==> config.mk <==
export PLATFORM = sky130hd
export DESIGN_NAME = lsb_stego_message_extractor_flat
export DESIGN_NICKNAME = d
export VERILOG_FILES = /design/src/design/lsbx_pkg.sv /design/src/design/lsbx_pix_if.sv /design/src/design/lsbx_res_if.sv /design/src/design/lsbx_in_stage.sv /design/src/design/lsbx_decode.sv /design/src/design/lsb_stego_message_extractor.sv /design/src/flat_wrapper.sv
export SDC_FILE = /design/constraint.sdc
export NUM_CORES = 1
export LEC_CHECK = 0
export BUFFER_PORTS_ARGS = -buffer_cell sky130_fd_sc_hd__buf_2
export CORE_MARGIN = 2
export CORE_UTILIZATION = 54
export DETAILED_ROUTE_END_ITERATION = 6
export HOLD_SLACK_MARGIN = 0.12
export PLACE_DENSITY = 0.73
export SETUP_SLACK_MARGIN = 0.3
export SLEW_MARGIN = 40
export SYNTH_ARGS = -nofsm -noshare
export SYNTH_HDL_FRONTEND = slang
export SYNTH_HIERARCHICAL = 1
export SYNTH_SLANG_ARGS = --single-unit
==> constraint.sdc <==
create_clock -name clk -period 4.7 [get_ports clk]
set_input_delay 0.47 -clock clk [delete_from_list [all_inputs] [get_ports clk]]
set_output_delay 0.47 -clock clk [all_outputs]
set_load 0.01 [all_outputs]
==> src/design/lsbx_pkg.sv <==
package lsbx_pkg;

	localparam int CHAN_W          = 8;
	localparam int VALUE_W         = 21;
	localparam int LENGTH_BITS_DEF = 21;
	localparam int HDR_BITS        = 9;   // header bits carried by one pixel

	typedef enum logic [1:0] {
		PH_HEADER,
		PH_MESSAGE,
		PH_DONE
	} phase_t;

	typedef struct packed {
		logic [CHAN_W-1:0] blue;
		logic [CHAN_W-1:0] green;
		logic [CHAN_W-1:0] red;
		logic              new_image;
	} pixel_t;

	typedef struct packed {
		logic               is_length;
		logic [VALUE_W-1:0] value;
		logic               last;
	} result_t;

endpackage

==> src/design/lsbx_pix_if.sv <==
interface lsbx_pix_if;
	import lsbx_pkg::*;

	logic              valid;
	logic              ready;
	logic [CHAN_W-1:0] blue;
	logic [CHAN_W-1:0] green;
	logic [CHAN_W-1:0] red;
	logic              new_image;

	modport source (output valid, output blue, output green, output red, output new_image,
		input ready);
	modport sink (input valid, input blue, input green, input red, input new_image,
		output ready);
endinterface

==> src/design/lsbx_res_if.sv <==
interface lsbx_res_if;
	import lsbx_pkg::*;

	logic               valid;
	logic               ready;
	logic               is_length;
	logic [VALUE_W-1:0] value;
	logic               last;

	modport source (output valid, output is_length, output value, output last, input ready);
	modport sink (input valid, input is_length, input value, input last, output ready);
endinterface

==> src/design/lsbx_in_stage.sv <==
module lsbx_in_stage (
	input  logic            clk,
	input  logic            arst_n,
	lsbx_pix_if.sink        pixel,
	input  logic            advance,
	output logic            take,
	output lsbx_pkg::pixel_t pix
);
	import lsbx_pkg::*;

	logic   valid_s1;
	pixel_t data_s1;

	assign take        = valid_s1 && advance;
	assign pixel.ready = !valid_s1 || advance;
	assign pix         = data_s1;

	always_ff @(posedge clk or negedge arst_n) begin
		if (!arst_n) begin
			valid_s1 <= 1'b0;
		end else if (pixel.ready) begin
			valid_s1 <= pixel.valid;
		end
	end

	always_ff @(posedge clk) begin
		if (pixel.ready && pixel.valid) begin
			data_s1 <= '{blue: pixel.blue, green: pixel.green, red: pixel.red,
				new_image: pixel.new_image};
		end
	end
endmodule

==> src/design/lsbx_decode.sv <==
module lsbx_decode #(
	parameter int LENGTH_BITS = lsbx_pkg::LENGTH_BITS_DEF
) (
	input  logic             clk,
	input  logic             arst_n,
	input  logic             take,
	input  lsbx_pkg::pixel_t pix,
	output logic             res_valid,
	output lsbx_pkg::result_t res
);
	import lsbx_pkg::*;

	localparam int BPW  = $clog2(LENGTH_BITS);
	localparam int CMPW = (BPW > 4) ? BPW : 4;

	// cnt_q holds the length while it is assembled, then the bytes still owed
	phase_t                 phase_q, phase_d, ph;
	logic [BPW-1:0]         hbp_q, hbp_d;
	logic [LENGTH_BITS-1:0] cnt_q, cnt_d, cnt;
	logic [5:0]             byte_q, byte_d;
	logic [1:0]             mcnt_q, mcnt_d, mcnt;
	logic [CMPW-1:0]        bp_ext, shamt, drop;
	logic [HDR_BITS-1:0]    nine;
	logic [LENGTH_BITS-1:0] acc_n, left_n;

	always_comb begin
		// new_image restarts the header before this pixel is used
		ph     = pix.new_image ? PH_HEADER : phase_q;
		bp_ext = pix.new_image ? CMPW'(LENGTH_BITS - 1) : CMPW'(hbp_q);
		cnt    = pix.new_image ? '0 : cnt_q;
		mcnt   = pix.new_image ? 2'd0 : mcnt_q;

		nine   = {pix.blue[0], pix.blue[1], pix.blue[2],
			pix.green[0], pix.green[1], pix.green[2],
			pix.red[0], pix.red[1], pix.red[2]};
		shamt  = bp_ext + CMPW'(1);
		drop   = CMPW'(HDR_BITS - 1) - bp_ext;
		acc_n  = (bp_ext >= CMPW'(HDR_BITS))
			? ((cnt << HDR_BITS) | LENGTH_BITS'(nine))
			: ((cnt << shamt) | LENGTH_BITS'(nine >> drop));
		left_n = cnt - LENGTH_BITS'(1);

		phase_d   = ph;
		hbp_d     = BPW'(bp_ext);
		cnt_d     = cnt;
		byte_d    = byte_q;
		mcnt_d    = mcnt;
		res_valid = 1'b0;
		res       = '{is_length: 1'b0, value: '0, last: 1'b0};

		unique case (ph)
			PH_HEADER: begin
				cnt_d = acc_n;
				if (bp_ext >= CMPW'(HDR_BITS)) begin
					hbp_d = BPW'(bp_ext - CMPW'(HDR_BITS));
				end else begin
					// length complete; rest of the pixel is dropped
					res_valid = 1'b1;
					res       = '{is_length: 1'b1, value: VALUE_W'(acc_n),
						last: (acc_n == '0)};
					phase_d   = (acc_n == '0) ? PH_DONE : PH_MESSAGE;
					mcnt_d    = 2'd0;
				end
			end
			PH_MESSAGE: begin
				unique case (mcnt)
					2'd0: begin
						byte_d = {pix.blue[0], pix.green[0], pix.red[0], 3'b000};
						mcnt_d = 2'd1;
					end
					2'd1: begin
						byte_d = {byte_q[5:3], pix.blue[0], pix.green[0], pix.red[0]};
						mcnt_d = 2'd2;
					end
					default: begin
						// third pixel: red is skipped
						res_valid = 1'b1;
						res       = '{is_length: 1'b0,
							value: VALUE_W'({byte_q, pix.blue[0], pix.green[0]}),
							last: (left_n == '0)};
						cnt_d     = left_n;
						mcnt_d    = 2'd0;
						phase_d   = (left_n == '0) ? PH_DONE : PH_MESSAGE;
					end
				endcase
			end
			default: begin
			end
		endcase
	end

	always_ff @(posedge clk or negedge arst_n) begin
		if (!arst_n) begin
			phase_q <= PH_HEADER;
			hbp_q   <= BPW'(LENGTH_BITS - 1);
			cnt_q   <= '0;
			mcnt_q  <= 2'd0;
		end else if (take) begin
			phase_q <= phase_d;
			hbp_q   <= hbp_d;
			cnt_q   <= cnt_d;
			mcnt_q  <= mcnt_d;
		end
	end

	always_ff @(posedge clk) begin
		if (take) begin
			byte_q <= byte_d;
		end
	end
endmodule

==> src/design/lsb_stego_message_extractor.sv <==
// channel | dir | payload                         | handshake
// pixel   | in  | blue, green, red, new_image     | valid/ready
// result  | out | is_length, value, last          | valid/ready
//
// One pixel per clock while the result port does not stall; a result reaches
// the port through the input register, then the result register.
// Per pixel: one short shift-merge into the length and one decrement.
// arst_n clears both stages and restarts decoding at the header.
// A stalled result holds the result register; the input register keeps
// taking pixels until it too is full, then pixel.ready drops.
module lsb_stego_message_extractor #(
	parameter int LENGTH_BITS = lsbx_pkg::LENGTH_BITS_DEF
) (
	input  logic       clk,
	input  logic       arst_n,
	lsbx_pix_if.sink   pixel,
	lsbx_res_if.source result
);
	import lsbx_pkg::*;

	logic    advance;     // decode stage may move on this cycle
	logic    take;        // a pixel is decoded this cycle
	pixel_t  pix;
	logic    res_valid;
	result_t res;

	logic    out_valid_q;
	result_t out_q;

	// result register free, or being emptied now
	assign advance = !out_valid_q || result.ready;

	lsbx_in_stage u_in (
		.clk     (clk),
		.arst_n  (arst_n),
		.pixel   (pixel),
		.advance (advance),
		.take    (take),
		.pix     (pix)
	);

	lsbx_decode #(
		.LENGTH_BITS (LENGTH_BITS)
	) u_dec (
		.clk       (clk),
		.arst_n    (arst_n),
		.take      (take),
		.pix       (pix),
		.res_valid (res_valid),
		.res       (res)
	);

	always_ff @(posedge clk or negedge arst_n) begin
		if (!arst_n) begin
			out_valid_q <= 1'b0;
		end else if (advance) begin
			out_valid_q <= take && res_valid;
		end
	end

	always_ff @(posedge clk) begin
		if (advance && take && res_valid) begin
			out_q <= res;
		end
	end

	assign result.valid     = out_valid_q;
	assign result.is_length = out_q.is_length;
	assign result.value     = out_q.value;
	assign result.last      = out_q.last;

`ifndef SYNTHESIS
	// input side never blocks while the result register is empty
	a_ready_free: assert property (@(posedge clk) disable iff (!arst_n)
		!out_valid_q |-> pixel.ready)
		else $error("pixel stalled with empty result register");

	// an empty message is signaled by a zero length marked last
	a_len_last: assert property (@(posedge clk) disable iff (!arst_n)
		(out_valid_q && out_q.is_length && out_q.last) |-> (out_q.value == '0))
		else $error("last length result with nonzero value");

	// message bytes use only the low eight bits
	a_byte_width: assert property (@(posedge clk) disable iff (!arst_n)
		(out_valid_q && !out_q.is_length) |-> (out_q.value[VALUE_W-1:8] == '0))
		else $error("message byte wider than eight bits");
`endif
endmodule
==> src/flat_wrapper.sv <==
// flat-port wrapper written by rule: the top's interface ports become plain ports
module lsb_stego_message_extractor_flat import lsbx_pkg::*;
#(
	parameter int LENGTH_BITS = lsbx_pkg::LENGTH_BITS_DEF
)
  (clk, arst_n, pixel_valid, pixel_blue, pixel_green, pixel_red, pixel_new_image, pixel_ready, result_valid, result_is_length, result_value, result_last, result_ready);
  lsbx_pix_if pixel_i ();
  lsbx_res_if result_i ();
  input  logic clk;
  input  logic arst_n;
  input wire logic [$bits(pixel_i.valid)-1:0] pixel_valid;
  input wire logic [$bits(pixel_i.blue)-1:0] pixel_blue;
  input wire logic [$bits(pixel_i.green)-1:0] pixel_green;
  input wire logic [$bits(pixel_i.red)-1:0] pixel_red;
  input wire logic [$bits(pixel_i.new_image)-1:0] pixel_new_image;
  output wire logic [$bits(pixel_i.ready)-1:0] pixel_ready;
  output wire logic [$bits(result_i.valid)-1:0] result_valid;
  output wire logic [$bits(result_i.is_length)-1:0] result_is_length;
  output wire logic [$bits(result_i.value)-1:0] result_value;
  output wire logic [$bits(result_i.last)-1:0] result_last;
  input wire logic [$bits(result_i.ready)-1:0] result_ready;
  assign pixel_i.valid = pixel_valid;
  assign pixel_i.blue = pixel_blue;
  assign pixel_i.green = pixel_green;
  assign pixel_i.red = pixel_red;
  assign pixel_i.new_image = pixel_new_image;
  assign pixel_ready = pixel_i.ready;
  assign result_valid = result_i.valid;
  assign result_is_length = result_i.is_length;
  assign result_value = result_i.value;
  assign result_last = result_i.last;
  assign result_i.ready = result_ready;
  lsb_stego_message_extractor #(.LENGTH_BITS(LENGTH_BITS)) u_core (.clk(clk), .arst_n(arst_n), .pixel(pixel_i), .result(result_i));
endmodule
==> run metrics <==
worst reg-to-reg path cell count 13; status complete, no violations; Nets ~660; largest net degree at the start of global routing 40; Initial Util 0.550; Post-CTS Setup Inserts 0; fin crit share 0.889; drt first pass iters 6; Layout Cells excl Fill approximately 770; RSZ-0062 raised after global routing no; CTS Root Cell clkbuf_8; PortBufs 38; clock sinks a little over 70; Max Cap Viol 0; initial antenna violation count 0; wire per inst around 24 um; Die W approximately 110 um; R2R Path End u_core/result.last; leakage 2.33 nW; Min Hold Slack 284 ps; final-layout fill cell count around 900; Syn Area/Cell ~9.2 um2; gr ovfl total 0; skew final ~11 ps; htree depth 3; DRC 0; Net Switching between 2 and 2.5 mW; vias 5282; hpwl dp 13.6 mm; Slew Limit Fails 0; Final Critical Period ~4200 ps; design area just over 0.006 mm2; peak supply drop 307 uV; final hold viol count 0; Post-Synthesis Cells between 600 and 700; ratio of cells with drive above 1 in the final layout 0.185; WP data required about 4900 ps; Hold Path Origin pixel_green[2]; combinational group share of total power 0.587; worst-margin pin slew roughly 830 ps; first-pass GRT wire length 29.0 mm; TritonCTS clock tree done; number of global-route vias before repair between 5k and 6k; Seq pwr share 0.294; Mapped Nets 646; WP data arrival between 4000 and 5000 ps; Starting DRT DRC Count around 460; Hold Path Stages 1; wirelength, routed approximately 19 mm; TritonCTS buffer count 9; fmax 239 MHz; Hold Path Class input port to flip-flop; RR Startpoint u_core/u_dec/hbp_q[0]; DP Cell Count 751; die footprint approximately 0.011 mm2; ANT nets after route 0; internal power between 2 and 2.5 mW; crit path launch type flip-flop; I/O pin count 54; num rows 37; # setup viols final 0; r2r setup slk around 520 ps; Place WS just over 500 ps; synth warn 6; area grow syn2layout 7.56%; gr usage total 0.340; Min-Delay Endpoint u_core/u_in/pix[11]; Crit. End Element flip-flop; CTS max path bufs 2; Post-DP Area between 0.005 and 0.006 mm2; clock power share 0.119; die height about 110 um; PwrDens between 600 and 700 mW/mm2; Critical Path Fanout Max 12; crit path kind flip-flop to flip-flop; TNS Setup 0 ps; switching share of power 0.503; Clock Latency Late Sink 350 ps; Synth Cell Area between 0.005 and 0.006 mm2; max_slew headroom 0.449; vias per cell roughly 6.9; antenna cells 0; core box area 0.0102 mm2; Final GP Congestion around 1.0; post-layout worst setup margin 524 ps; clk slew on worst S/H paths 80 ps
==> critical path: stages (launching register included) <==
cell       delay, ps
dfrtp_2          520
nor2b_1          240
inv_2            130
ha_2             550
buf_4            220
mux4_2           320
a21oi_1          150
a31oi_1           80
a22oi_2          340
o2bb2a_1         300
nand3_1          100
or4_4            540
nor4_4           370
o2bb2ai_1        160
==> what timing repair did <==
item,CTS,global route
hold buffers,0,1
gates resized for setup,0,1
endpoints found under the setup margin,0,1
hold endpoints to repair,0,30
==> worst max-delay path by stage <==
stage                          startpoint            endpoint  slack [ps]
floorplan              u_core/u_in/pix[0]  u_core/result.last         460
global placement    u_core/u_dec/hbp_q[0]  u_core/result.last         520
detailed placement  u_core/u_dec/hbp_q[0]  u_core/result.last         510
CTS                 u_core/u_dec/hbp_q[0]  u_core/result.last         470
global route        u_core/u_dec/hbp_q[0]  u_core/result.last         400
finish              u_core/u_dec/hbp_q[0]  u_core/result.last         520
==> per-stage QoR <==
step	util	total power, mW
after floorplan	-	2.88
after detailed placement	0.571	3.53
final	0.592	4.11
after global routing	0.592	4.34
after global placement	0.571	3.50
after CTS	0.590	4.04
==> area by class of cell <==
cell class / instances / area (um2) / area share
tap: 136 / 170 / 0.0281
clock inverter: 6 / 68.8 / 0.0114
inverter: 12 / 45.0 / 0.00744
clock buffer: 10 / 128 / 0.0211
timing repair buffer: 52 / 300 / 0.0496
multi-input combinational: 481 / 3370 / 0.556
sequential: 71 / 1980 / 0.326
==> state kept, by name, summed over array words and instances (netlist names) <==
signal and cells:
u_core/u_in/pix 10, u_core/result.is_length 1, u_core/result.valid 1, u_core/u_dec/phase_q 2, u_core/u_dec/cnt_q 21, u_core/u_dec/byte_q 6, u_core/result.value 21, u_core/u_dec/hbp_q 5
u_core/result.last 1, u_core/u_dec/mcnt_q 2, u_core/u_in/valid_s1 1
==> power by group through the flow <==
stage          sequential, mW  combinational (mW)  clock, mW
2_1_floorplan           0.960                1.92          0
3_3_place_gp             1.18                2.32          0
3_5_place_dp             1.20                2.34          0
4_1_cts                  1.19                2.35      0.505
5_1_grt                  1.22                2.59      0.528
6_report                 1.21                2.41      0.488
==> routing by layer <==
| layer | vias to the layer above | wire length (um) | GRT usage |
|---|---|---|---|
| met5 | - | 0 | 0 |
| met4 | 0 | 488 | 0.112 |
| met3 | 45 | 1700 | 0.0503 |
| met2 | 321 | 8790 | 0.547 |
| met1 | 2562 | 7570 | 0.472 |
| li1 | 2354 | - | - |
==> layout by cell type (no fill, tap or decap), types with 8 or more instances in the layout <==
cell type and count:
nand2_1 58, nor2_1 57, o21ai_0 53, mux2i_1 44, edfxtp_1 39, buf_2 37, a21oi_1 30, dfrtp_1 29
nand3_1 15, buf_4 14, a22o_1 14, nor2b_1 12, a211oi_1 12, nor3_1 12, mux4_2 10, inv_1 10
clkbuf_8 9, nor4_1 9, a22oi_1 8
No activity file was read; power rests on OpenSTA's default activity.
